**config.mk**
```make
export PLATFORM = sky130hd
export DESIGN_NAME = ac_presence_mean_abs_detector_flat
export DESIGN_NICKNAME = d
export VERILOG_FILES = /design/src/design/acpd_pkg.sv /design/src/design/acpd_if.sv /design/src/design/ac_presence_mean_abs_detector.sv /design/src/design/acpd_ctrl.sv /design/src/design/acpd_dpath.sv /design/src/flat_wrapper.sv
export SDC_FILE = /design/constraint.sdc
export NUM_CORES = 1
export LEC_CHECK = 0
export ABC_AREA = 1
export BUFFER_PORTS_ARGS = -buffer_cell sky130_fd_sc_hd__buf_4
export CAP_MARGIN = 20
export CORE_UTILIZATION = 50
export DETAILED_ROUTE_END_ITERATION = 10
export MAX_ROUTING_LAYER = met4
export PLACE_DENSITY = 0.69
export SYNTH_ARGS = -nofsm -noshare
export SYNTH_HDL_FRONTEND = slang
export SYNTH_SLANG_ARGS = --single-unit
```
**constraint.sdc**
```tcl
create_clock -name clk -period 11.2 [get_ports clk]
set_input_delay 3.36 -clock clk [delete_from_list [all_inputs] [get_ports clk]]
set_output_delay 3.36 -clock clk [all_outputs]
set_load 0.05 [all_outputs]
```
**src/design/acpd_pkg.sv**
```systemverilog
package acpd_pkg;

    // Fixed field widths
    localparam int SAMPLE_W    = 12;
    localparam int MEAN_W      = 12;
    localparam int GAIN_W      = 24;
    localparam int READING_W   = 20;
    localparam int PROD_W      = MEAN_W + GAIN_W;
    localparam int READ_SHIFT  = 16;
    localparam int BIT_CNT_W   = $clog2(MEAN_W);
    localparam int CFG_INDEX_W = 1;
    localparam int CFG_DATA_W  = GAIN_W;

    // Configuration register indexes
    localparam logic [CFG_INDEX_W-1:0] REG_VOLTS_GAIN   = 1'b0;
    localparam logic [CFG_INDEX_W-1:0] REG_ON_THRESHOLD = 1'b1;

    // Result kinds
    localparam logic KIND_CALIBRATION = 1'b0;
    localparam logic KIND_MEASUREMENT = 1'b1;

    // Commands from controller to datapath
    typedef struct packed {
        logic accept;
        logic div_step;
        logic mul;
        logic finish;
    } acpd_cmd_t;

    // Status from datapath to controller
    typedef struct packed {
        logic div_last;
        logic out_busy;
    } acpd_status_t;

endpackage

```
**src/design/acpd_if.sv**
```systemverilog
interface acpd_in_if;
    logic                          valid;
    logic                          ready;
    logic [acpd_pkg::SAMPLE_W-1:0] sample;
    logic                          period_end;

    modport source (output valid, output sample, output period_end, input ready);
    modport sink   (input valid, input sample, input period_end, output ready);
endinterface

interface acpd_out_if;
    logic                           valid;
    logic                           ready;
    logic                           kind;
    logic [acpd_pkg::MEAN_W-1:0]    window_mean;
    logic [acpd_pkg::READING_W-1:0] reading;
    logic                           light_on;
    logic                           changed;

    modport source (output valid, output kind, output window_mean, output reading,
                    output light_on, output changed, input ready);
    modport sink   (input valid, input kind, input window_mean, input reading,
                    input light_on, input changed, output ready);
endinterface

```
**src/design/ac_presence_mean_abs_detector.sv**
```systemverilog
// A plain sample is taken at once while the block is idle; a closing sample passes through
// the divider steps, the gain multiply and the output load before its result shows.
// The block takes one sample per cycle inside a period; after a closing sample the input stalls
// through the divide, multiply and load, longer while an earlier result still waits in the output register.
// Reset (rst_n, asynchronous, active low) clears configuration, zero point, sums,
// load state and the output valid; the first period after reset is the calibration.
module ac_presence_mean_abs_detector #(
    parameter int MAX_PERIOD_SAMPLES = 65535,
    parameter int ADC_BITS           = 12
) (
    input  logic                                 clk,
    input  logic                                 rst_n,
    acpd_in_if.sink                              in_ch,
    acpd_out_if.source                           out_ch,
    input  logic                                 cfg_we,
    input  logic [acpd_pkg::CFG_INDEX_W-1:0]     cfg_index,
    input  logic [acpd_pkg::CFG_DATA_W-1:0]      cfg_data
);

    acpd_pkg::acpd_cmd_t    cmd;
    acpd_pkg::acpd_status_t status;

    // Sequence the period close
    acpd_ctrl u_ctrl (
        .clk           (clk),
        .rst_n         (rst_n),
        .in_valid      (in_ch.valid),
        .in_period_end (in_ch.period_end),
        .in_ready      (in_ch.ready),
        .status        (status),
        .cmd           (cmd)
    );

    // Accumulate, divide, scale and hold the result
    acpd_dpath #(
        .MAX_PERIOD_SAMPLES (MAX_PERIOD_SAMPLES),
        .ADC_BITS           (ADC_BITS)
    ) u_dpath (
        .clk             (clk),
        .rst_n           (rst_n),
        .cmd             (cmd),
        .status          (status),
        .in_sample       (in_ch.sample),
        .in_period_end   (in_ch.period_end),
        .cfg_we          (cfg_we),
        .cfg_index       (cfg_index),
        .cfg_data        (cfg_data),
        .out_ready       (out_ch.ready),
        .out_valid       (out_ch.valid),
        .out_kind        (out_ch.kind),
        .out_window_mean (out_ch.window_mean),
        .out_reading     (out_ch.reading),
        .out_light_on    (out_ch.light_on),
        .out_changed     (out_ch.changed)
    );

endmodule

```
**src/design/acpd_ctrl.sv**
```systemverilog
module acpd_ctrl (
    input  logic                   clk,
    input  logic                   rst_n,
    input  logic                   in_valid,
    input  logic                   in_period_end,
    output logic                   in_ready,
    input  acpd_pkg::acpd_status_t status,
    output acpd_pkg::acpd_cmd_t    cmd
);

    typedef enum logic [3:0] {
        S_IDLE = 4'b0001,
        S_DIV  = 4'b0010,
        S_MUL  = 4'b0100,
        S_DONE = 4'b1000
    } state_t;

    state_t state_reg;
    state_t state_next;

    // Advance the state
    always_ff @(posedge clk or negedge rst_n)
    begin
        if (!rst_n)
        begin
            state_reg <= S_IDLE;
        end
        else
        begin
            state_reg <= state_next;
        end
    end

    // Take samples while idle, and sequence one period close: divide, scale, deliver
    always_comb
    begin
        state_next   = state_reg;
        cmd          = '0;
        in_ready     = 1'b0;
        unique case (state_reg)
            S_IDLE:
            begin
                in_ready   = 1'b1;
                cmd.accept = in_valid;
                if (in_valid && in_period_end)
                begin
                    state_next = S_DIV;
                end
            end
            S_DIV:
            begin
                cmd.div_step = 1'b1;
                if (status.div_last)
                begin
                    state_next = S_MUL;
                end
            end
            S_MUL:
            begin
                cmd.mul    = 1'b1;
                state_next = S_DONE;
            end
            S_DONE:
            begin
                if (!status.out_busy)
                begin
                    cmd.finish = 1'b1;
                    state_next = S_IDLE;
                end
            end
            default:
            begin
                state_next = S_IDLE;
            end
        endcase
    end

endmodule

```
**src/design/acpd_dpath.sv**
```systemverilog
module acpd_dpath #(
    parameter int MAX_PERIOD_SAMPLES = 65535,
    parameter int ADC_BITS           = 12
) (
    input  logic                                  clk,
    input  logic                                  rst_n,
    input  acpd_pkg::acpd_cmd_t                   cmd,
    output acpd_pkg::acpd_status_t                status,
    input  logic [acpd_pkg::SAMPLE_W-1:0]         in_sample,
    input  logic                                  in_period_end,
    input  logic                                  cfg_we,
    input  logic [acpd_pkg::CFG_INDEX_W-1:0]      cfg_index,
    input  logic [acpd_pkg::CFG_DATA_W-1:0]       cfg_data,
    input  logic                                  out_ready,
    output logic                                  out_valid,
    output logic                                  out_kind,
    output logic [acpd_pkg::MEAN_W-1:0]           out_window_mean,
    output logic [acpd_pkg::READING_W-1:0]        out_reading,
    output logic                                  out_light_on,
    output logic                                  out_changed
);

    localparam int SW      = acpd_pkg::SAMPLE_W;
    localparam int MW      = acpd_pkg::MEAN_W;
    localparam int TALLY_W = $clog2(MAX_PERIOD_SAMPLES + 1);
    localparam int SUM_W   = SW + TALLY_W;
    localparam logic [SW-1:0] SAMPLE_MASK =
        (ADC_BITS >= SW) ? {SW{1'b1}} : SW'((32'd1 << ADC_BITS) - 32'd1);
    localparam logic [TALLY_W-1:0] TALLY_MAX = TALLY_W'(MAX_PERIOD_SAMPLES);

    // Configuration
    logic [acpd_pkg::GAIN_W-1:0]    gain_reg;
    logic [acpd_pkg::READING_W-1:0] thr_reg;

    // Long-lived state
    logic          zero_known_reg;
    logic [SW-1:0] zero_level_reg;
    logic          load_on_reg;
    logic [SUM_W-1:0]   sum_reg;
    logic [TALLY_W-1:0] tally_reg;

    // Divider and multiplier
    logic [SUM_W-1:0]               rem_reg;
    logic [SUM_W-1:0]               dvs_reg;
    logic [MW-1:0]                  quo_reg;
    logic                           tally_zero_reg;
    logic [acpd_pkg::BIT_CNT_W-1:0] bit_cnt_reg;
    logic [acpd_pkg::PROD_W-1:0]    prod_reg;

    // Output register
    logic                           out_valid_reg;
    logic                           out_kind_reg;
    logic [MW-1:0]                  out_mean_reg;
    logic [acpd_pkg::READING_W-1:0] out_reading_reg;
    logic                           out_light_reg;
    logic                           out_changed_reg;

    logic [SW-1:0]      s_masked;
    logic [SW-1:0]      dev;
    logic               tally_sat;
    logic [SUM_W-1:0]   sum_add;
    logic [TALLY_W-1:0] tally_add;
    logic               rem_ge;
    logic [acpd_pkg::READING_W-1:0] reading;
    logic               now_on;
    logic [MW-1:0]      mean_masked;

    // Deviation of the incoming sample and saturating accumulation
    always_comb
    begin
        s_masked = in_sample & SAMPLE_MASK;
        if (!zero_known_reg)
        begin
            dev = s_masked;
        end
        else if (s_masked >= zero_level_reg)
        begin
            dev = s_masked - zero_level_reg;
        end
        else
        begin
            dev = zero_level_reg - s_masked;
        end
        tally_sat = (tally_reg == TALLY_MAX);
        sum_add   = tally_sat ? sum_reg : sum_reg + SUM_W'(dev);
        tally_add = tally_sat ? tally_reg : tally_reg + TALLY_W'(1);
    end

    assign rem_ge      = (rem_reg >= dvs_reg) && !tally_zero_reg;
    assign reading     = prod_reg[acpd_pkg::PROD_W-1:acpd_pkg::READ_SHIFT];
    assign now_on      = reading > thr_reg;
    assign mean_masked = quo_reg & SAMPLE_MASK;

    assign status.div_last = (bit_cnt_reg == '0);
    assign status.out_busy = out_valid_reg && !out_ready;

    // Configuration writes
    always_ff @(posedge clk or negedge rst_n)
    begin
        if (!rst_n)
        begin
            gain_reg <= '0;
            thr_reg  <= '0;
        end
        else if (cfg_we)
        begin
            unique case (cfg_index)
                acpd_pkg::REG_VOLTS_GAIN:   gain_reg <= cfg_data;
                acpd_pkg::REG_ON_THRESHOLD: thr_reg  <= cfg_data[acpd_pkg::READING_W-1:0];
                default:                    gain_reg <= gain_reg;
            endcase
        end
    end

    // Accumulate, and hand a closed period to the divider
    always_ff @(posedge clk or negedge rst_n)
    begin
        if (!rst_n)
        begin
            sum_reg   <= '0;
            tally_reg <= '0;
        end
        else if (cmd.accept)
        begin
            if (in_period_end)
            begin
                sum_reg   <= '0;
                tally_reg <= '0;
            end
            else
            begin
                sum_reg   <= sum_add;
                tally_reg <= tally_add;
            end
        end
    end

    // Restoring divider, one quotient bit per cycle, then the gain multiply
    always_ff @(posedge clk)
    begin
        if (cmd.accept && in_period_end)
        begin
            rem_reg        <= sum_add;
            dvs_reg        <= SUM_W'({tally_add, {(MW-1){1'b0}}});
            quo_reg        <= '0;
            tally_zero_reg <= (tally_add == '0);
            bit_cnt_reg    <= acpd_pkg::BIT_CNT_W'(MW - 1);
        end
        else if (cmd.div_step)
        begin
            if (rem_ge)
            begin
                rem_reg <= rem_reg - dvs_reg;
            end
            quo_reg     <= {quo_reg[MW-2:0], rem_ge};
            dvs_reg     <= dvs_reg >> 1;
            bit_cnt_reg <= bit_cnt_reg - acpd_pkg::BIT_CNT_W'(1);
        end
        if (cmd.mul)
        begin
            prod_reg <= acpd_pkg::PROD_W'(quo_reg) * acpd_pkg::PROD_W'(gain_reg);
        end
    end

    // Zero point and load state
    always_ff @(posedge clk or negedge rst_n)
    begin
        if (!rst_n)
        begin
            zero_known_reg <= 1'b0;
            zero_level_reg <= '0;
            load_on_reg    <= 1'b0;
        end
        else if (cmd.finish)
        begin
            if (!zero_known_reg)
            begin
                zero_known_reg <= 1'b1;
                zero_level_reg <= mean_masked;
            end
            else
            begin
                load_on_reg <= now_on;
            end
        end
    end

    // Output valid: set on finish, drop when taken
    always_ff @(posedge clk or negedge rst_n)
    begin
        if (!rst_n)
        begin
            out_valid_reg <= 1'b0;
        end
        else if (cmd.finish)
        begin
            out_valid_reg <= 1'b1;
        end
        else if (out_ready)
        begin
            out_valid_reg <= 1'b0;
        end
    end

    // Output payload
    always_ff @(posedge clk)
    begin
        if (cmd.finish)
        begin
            if (!zero_known_reg)
            begin
                out_kind_reg    <= acpd_pkg::KIND_CALIBRATION;
                out_mean_reg    <= mean_masked;
                out_reading_reg <= '0;
                out_light_reg   <= load_on_reg;
                out_changed_reg <= 1'b0;
            end
            else
            begin
                out_kind_reg    <= acpd_pkg::KIND_MEASUREMENT;
                out_mean_reg    <= quo_reg;
                out_reading_reg <= reading;
                out_light_reg   <= now_on;
                out_changed_reg <= now_on != load_on_reg;
            end
        end
    end

    assign out_valid       = out_valid_reg;
    assign out_kind        = out_kind_reg;
    assign out_window_mean = out_mean_reg;
    assign out_reading     = out_reading_reg;
    assign out_light_on    = out_light_reg;
    assign out_changed     = out_changed_reg;

endmodule

```
**src/flat_wrapper.sv**
```systemverilog
// flat-port wrapper written by rule: the top's interface ports become plain ports
module ac_presence_mean_abs_detector_flat 
#(
    parameter int MAX_PERIOD_SAMPLES = 65535,
    parameter int ADC_BITS           = 12
)
  (clk, rst_n, cfg_we, cfg_index, cfg_data, in_ch_valid, in_ch_sample, in_ch_period_end, in_ch_ready, out_ch_valid, out_ch_kind, out_ch_window_mean, out_ch_reading, out_ch_light_on, out_ch_changed, out_ch_ready);
  acpd_in_if in_ch_i ();
  acpd_out_if out_ch_i ();
  input  logic clk;
  input  logic rst_n;
  input  logic cfg_we;
  input  logic [acpd_pkg::CFG_INDEX_W-1:0] cfg_index;
  input  logic [acpd_pkg::CFG_DATA_W-1:0] cfg_data;
  input wire logic [$bits(in_ch_i.valid)-1:0] in_ch_valid;
  input wire logic [$bits(in_ch_i.sample)-1:0] in_ch_sample;
  input wire logic [$bits(in_ch_i.period_end)-1:0] in_ch_period_end;
  output wire logic [$bits(in_ch_i.ready)-1:0] in_ch_ready;
  output wire logic [$bits(out_ch_i.valid)-1:0] out_ch_valid;
  output wire logic [$bits(out_ch_i.kind)-1:0] out_ch_kind;
  output wire logic [$bits(out_ch_i.window_mean)-1:0] out_ch_window_mean;
  output wire logic [$bits(out_ch_i.reading)-1:0] out_ch_reading;
  output wire logic [$bits(out_ch_i.light_on)-1:0] out_ch_light_on;
  output wire logic [$bits(out_ch_i.changed)-1:0] out_ch_changed;
  input wire logic [$bits(out_ch_i.ready)-1:0] out_ch_ready;
  assign in_ch_i.valid = in_ch_valid;
  assign in_ch_i.sample = in_ch_sample;
  assign in_ch_i.period_end = in_ch_period_end;
  assign in_ch_ready = in_ch_i.ready;
  assign out_ch_valid = out_ch_i.valid;
  assign out_ch_kind = out_ch_i.kind;
  assign out_ch_window_mean = out_ch_i.window_mean;
  assign out_ch_reading = out_ch_i.reading;
  assign out_ch_light_on = out_ch_i.light_on;
  assign out_ch_changed = out_ch_i.changed;
  assign out_ch_i.ready = out_ch_ready;
  ac_presence_mean_abs_detector #(.MAX_PERIOD_SAMPLES(MAX_PERIOD_SAMPLES), .ADC_BITS(ADC_BITS)) u_core (.clk(clk), .rst_n(rst_n), .in_ch(in_ch_i), .out_ch(out_ch_i), .cfg_we(cfg_we), .cfg_index(cfg_index), .cfg_data(cfg_data));
endmodule
```
==> impl_metrics.env, run 1 <==
export IMPL_status="finished clean"
export IMPL_wl_um=67200
export IMPL_synth_enable_flop_cells=100
export IMPL_antenna_found_initial=0
export IMPL_required_ns=11.52
export IMPL_clockBufferDepth=3
export IMPL_drc=0
export IMPL_io_pins=80
export IMPL_dp_hpwl_um=53500
export IMPL_clk_latency_ns=0.57
export IMPL_core_area_sq_um=47000
export IMPL_async_reset_ff_frac=0.457
export IMPL_io_buffers=79
export IMPL_cts_tree="built"
export IMPL_cts_made_buffers=27
export IMPL_yosysWarningCount=0
export IMPL_start_util=0.511
export IMPL_drtIter0Drc=1158
export IMPL_diodes=0
export IMPL_clock_root_buffer="clkbuf_16"
export IMPL_netlist_area_sq_um=24000
export IMPL_max_slew_margin=0.285
export IMPL_syn_nets=3746
export IMPL_finalNetCount=3763
export IMPL_clkSinkCount=234
export IMPL_grt_max_degree=58
export IMPL_die_y_um=221
export IMPL_core_rowCount=79
export IMPL_finalSetupViolations=0
export IMPL_min_period_ns=6.95
export IMPL_maxCapViolCount=0
export IMPL_final_period_utilization=0.621
export IMPL_min_path_type="flop to flop"
export IMPL_via_per_inst=5.26
export IMPL_fp_dieArea_sq_um=48900
export IMPL_max_freq_mhz=144
export IMPL_synth_cells=3326
export IMPL_ys_flop_type="dfrtp_1"
export IMPL_grt_pass1_wl_um=110000
export IMPL_cts_resized=0
export IMPL_synth_distinct_cells=45
export IMPL_grt_pass1_vias=21800
export IMPL_grt_usage=0.289
export IMPL_syn_to_final_growth_pct=8.37
export IMPL_final_layout_size_suffix_gt1_frac=0.0526
export IMPL_htreeDepth=1
export IMPL_tightest_slew_ns=1.07
export IMPL_synth_top_cell_by_area="fa_1"
export IMPL_final_hold_viol_count=0
export IMPL_wl_per_cell_um=16.9
export IMPL_via_count=20900
export IMPL_worst_setup_path_end_kind="flop"
export IMPL_dieWidth_um=221
export IMPL_ant_nets=0
export IMPL_yosysSeqAreaShare=0.259
export IMPL_ctsHoldBuffers=0
export IMPL_crit_path_start_kind="primary input"
export IMPL_tns_ns=0
export IMPL_crit_arrival_ns=7.27
export IMPL_synth_top_cell_area_share=0.186
export IMPL_fin_skew_ns=0.0297
export IMPL_layout_common_cells="nand2_1, inv_1, fa_1, nand3_1, nor2_1"
export IMPL_crit_fanout=11
export IMPL_final_common_cell="nand2_1"
export IMPL_rsz0062_at_grt="no"
export IMPL_critPathKind="primary input to flop"
export IMPL_fillers=4466
export IMPL_post_cts_buffers=0
export IMPL_grt_overflow_total=0
export IMPL_drv_slew=0
export IMPL_clkTransAtPathRegs_ns=0.06
export IMPL_firstDrtPassIters=5
export IMPL_ys_ff_latch=234
export IMPL_syn_area_per_cell_sq_um=7.22
export IMPL_place_congestion=0.951
export IMPL_synthTopCellsByArea="fa_1, nand2_1, edfxtp_1, inv_1, dfrtp_1"
-- kinds of logic (layout without fill, tap and decap cells) --
| kind of cell | Yosys count | count (layout) | share of synthesized area |
|---|---|---|---|
| buffers and inverters | 828 | 866 | 0.131 |
| flip-flops | 234 | 234 | 0.259 |
| AO/OA/AOI/OAI | 301 | 301 | 0.0663 |
| XOR/XNOR | 42 | 42 | 0.0153 |
| adder cells (fa/ha/maj) | 377 | 377 | 0.266 |
| multiplexers | 6 | 6 | 0.00271 |
| AND/OR/NAND/NOR | 1538 | 1538 | 0.259 |
-- layer usage --
| metal | track usage | vias to the layer above | wire length [um] |
|---|---|---|---|
| li1 | - | 10100 | - |
| met1 | 0.361 | 10100 | 29000 |
| met2 | 0.499 | 529 | 33300 |
| met3 | 0.0236 | 124 | 2970 |
| met4 | 0.0902 | 0 | 1910 |
| met5 | - | - | 0 |
-- area by class of cell --
| cell class | instances | area [sq um] | area share |
|---|---|---|---|
| Tap cell | 607 | 759 | 0.0292 |
| Sequential cell | 234 | 6220 | 0.239 |
| Clock buffer | 30 | 697 | 0.0268 |
| Timing Repair Buffer | 100 | 751 | 0.0288 |
| Multi-Input combinational cell | 2264 | 14700 | 0.563 |
| Clock inverter | 20 | 255 | 0.00981 |
| Inverter | 716 | 2690 | 0.103 |
-- synth_stat cells (3+ instances only) --
library cell  number
a21boi_0           4
a21o_1             4
a21oi_1          106
and2_1             5
buf_1             18
buf_2             22
clkbuf_1          68
dfrtp_1          106
dfxtp_1           27
edfxtp_1         100
fa_1             223
ha_1             154
inv_1            710
inv_2              5
mux2_2             4
nand2_1         1111
nand3_1          170
nand3b_1           4
nand4_1           36
nor2_1           167
nor2_2             3
nor3_1            23
nor4_1             4
o211ai_1           3
o21a_1             5
o21ai_0          149
o21ai_1            8
o21bai_1          10
o22ai_1            9
or2_2              8
xnor2_1           14
xor2_1            28
-- through the flow --
step	std cells	setup WS (ns)	util	instance area, sq um	hold slack, ns
5_1_grt	3971	3.81	0.554	26000	0.471
3_5_place_dp	3921	3.74	0.534	25100	0.450
4_1_cts	3971	4.32	0.554	26000	0.465
3_3_place_gp	3921	3.81	0.534	25100	0.457
2_1_floorplan	3326	4.79	-	24000	0.403
6_report	3971	4.25	0.554	26000	0.472
-- worst max-delay path, stage by stage --
cell      delay, ns
buf_4          0.12
inv_1          0.06
ha_1           0.18
inv_1          0.08
fa_1           0.44
nand2_1        0.10
nand2_1        0.12
o21bai_1       0.21
nand2_1        0.07
nor2_1         0.50
nand2_1        0.11
nand3_1        0.10
nand2_1        0.09
ha_1           0.40
nand2_1        0.14
o21a_1         0.21
o21ai_0        0.63
nand2_1        0.10
nand2_1        0.09
nand2_1        0.07
nand2_1        0.06
nand2_1        0.05
-- path summary, 6_finish.rpt --
check,start,end,slack (ns),cells after the start
hold / removal,u_core.u_dpath.mean_masked[10],u_core.u_dpath.out_window_mean[10],0.47,0
max in group asynchronous,rst_n,u_core.u_dpath.gain_reg[4],7.01,2
hold reg to reg,u_core.u_dpath.mean_masked[10],u_core.u_dpath.out_window_mean[10],0.47,0
setup reg to reg,u_core.u_dpath.gain_reg[10],u_core.u_dpath.prod_reg[28],5.77,18
setup / recovery,in_ch_sample[0],u_core.u_dpath.rem_reg[20],4.25,22
min in group asynchronous,rst_n,u_core.u_ctrl.state_reg[3],2.88,1
Power of run 1 is not shown: default switching activity piles up to over one toggle a cycle in this logic, so the estimate is an artifact.
==> inputs of run 2 (changes only) <==
==> constraint.sdc (replaced) <==
create_clock -name clk -period 6.5 [get_ports clk]
set_input_delay 1.95 -clock clk [delete_from_list [all_inputs] [get_ports clk]]
set_output_delay 1.95 -clock clk [all_outputs]
set_load 0.05 [all_outputs]
==> impl_metrics.env, run 2 (synthesis gave the netlist of run 1 again) <==
export IMPL_ant_nets=0
export IMPL_grt_max_degree=61
export IMPL_status="finished clean"
export IMPL_wl_per_cell_um=16.9
export IMPL_die_y_um=221
export IMPL_grt_overflow_total=0
export IMPL_fin_skew_ns=0.0217
export IMPL_required_ns=6.80
export IMPL_max_freq_mhz=181
export IMPL_top_usage_layer="met2"
export IMPL_maxCapViolCount=0
export IMPL_io_buffers=79
export IMPL_layout_common_cells="nand2_1, inv_1, fa_1, nand3_1, nor2_1"
export IMPL_final_layout_size_suffix_gt1_frac=0.0548
export IMPL_cp_common_cell="fa_1"
export IMPL_final_hold_viol_count=0
export IMPL_htreeDepth=1
export IMPL_finalNetCount=3772
export IMPL_rsz0062_at_grt="no"
export IMPL_dp_hpwl_um=54300
export IMPL_clockBufferDepth=3
export IMPL_tightest_slew_ns=0.942
export IMPL_place_congestion=0.957
export IMPL_critPathKind="flop to flop"
export IMPL_crit_fanout=17
export IMPL_clkTransAtPathRegs_ns=0.06
export IMPL_drv_slew=0
export IMPL_place_area_sq_um=25100
export IMPL_critical_path_max_stage_delay_ns=0.64
export IMPL_worstPathCellList="buf_4 -> nand2_1 -> fa_1 -> inv_1 -> fa_1 -> fa_1 -> fa_1 -> inv_1 -> fa_1 -> inv_1 -> ha_1 -> nand2_1 -> o21ai_0 -> a21oi_1 -> nor2_1 -> nor2_1 -> nand3_1 -> nand2_1"
export IMPL_crit_slowest_cell="dfxtp_1"
export IMPL_diodes=0
export IMPL_tns_ns=0
export IMPL_core_rowCount=79
export IMPL_io_pins=80
export IMPL_wl_um=67400
export IMPL_grt_usage=0.292
export IMPL_via_per_inst=5.27
export IMPL_crit_arrival_ns=5.84
export IMPL_worst_setup_path_end_kind="flop"
export IMPL_ctsHoldBuffers=0
export IMPL_min_path_type="flop to flop"
export IMPL_grt_pass1_wl_um=110000
export IMPL_grt_use_met1=0.363
export IMPL_cts_resized=0
export IMPL_antenna_found_initial=0
export IMPL_fillers=4567
export IMPL_cts_tree="built"
export IMPL_clock_root_buffer="clkbuf_16"
export IMPL_grt_pass1_vias=21700
export IMPL_post_cts_buffers=0
export IMPL_design_area_sq_um=26100
export IMPL_max_slew_margin=0.372
export IMPL_firstDrtPassIters=7
export IMPL_drc=0
export IMPL_start_util=0.511
export IMPL_via_count=21000
export IMPL_use_met3=0.0296
export IMPL_drtIter0Drc=1471
export IMPL_clk_latency_ns=0.57
export IMPL_final_common_cell="nand2_1"
export IMPL_min_period_ns=5.53
export IMPL_cts_made_buffers=28
export IMPL_met2_usage=0.498
export IMPL_final_period_utilization=0.851
export IMPL_core_area_sq_um=47000
export IMPL_dieWidth_um=221
export IMPL_finalSetupViolations=0
export IMPL_syn_to_final_growth_pct=8.67
export IMPL_clkSinkCount=234
export IMPL_crit_path_start_kind="flop"
export IMPL_fp_dieArea_sq_um=48900
-- run 2: path summary, 6_finish.rpt --
check	from	to	slack, ns	cells after the start
setup / recovery	u_core.u_dpath.mean_masked[6]	u_core.u_dpath.prod_reg[29]	0.97	18
hold / removal	u_core.u_dpath.bit_cnt_reg[0]	u_core.u_dpath.bit_cnt_reg[0]	0.48	2
setup reg to reg	u_core.u_dpath.mean_masked[6]	u_core.u_dpath.prod_reg[29]	0.97	18
hold reg to reg	u_core.u_dpath.bit_cnt_reg[0]	u_core.u_dpath.bit_cnt_reg[0]	0.48	2
max in group asynchronous	rst_n	u_core.u_dpath.sum_reg[5]	3.71	2
min in group asynchronous	rst_n	u_core.u_ctrl.state_reg[3]	1.54	1
-- run 2: worst max-delay path: cells and delay by family, from the launching register on --
family / cells / cell delay [ns]
fa+ha+maj: 6 / 2.89
compound gates: 2 / 0.53
flops: 1 / 0.64
simple gates: 6 / 0.73
buf+inv: 4 / 0.48
-- run 2: area by class of cell --
type	instances	area, sq um	area share
sequential	234	6220	0.238
tap	607	759	0.0291
inverter	716	2690	0.103
timing repair buffer	108	811	0.0311
clock buffer	30	708	0.0271
clock inverter	22	255	0.00978
multi-input combinational	2264	14700	0.561
-- run 2: metrics by stage --
stage	cells	utilization	hold WS, ns	setup slack [ns]
2_1_floorplan	3326	-	0.403	1.50
3_3_place_gp	3929	0.535	0.460	0.766
3_5_place_dp	3929	0.535	0.468	0.665
4_1_cts	3981	0.556	0.483	1.04
5_1_grt	3981	0.556	0.504	0.667
6_report	3981	0.556	0.479	0.968
-- run 2: routing by layer --
layer | part of all wire | vias up
li1 | - | 10100
met1 | 0.43 | 10100
met2 | 0.49 | 598
met3 | 0.053 | 135
met4 | 0.030 | 0
met5 | 0 | -
Power of run 2 is left out for the same reason.
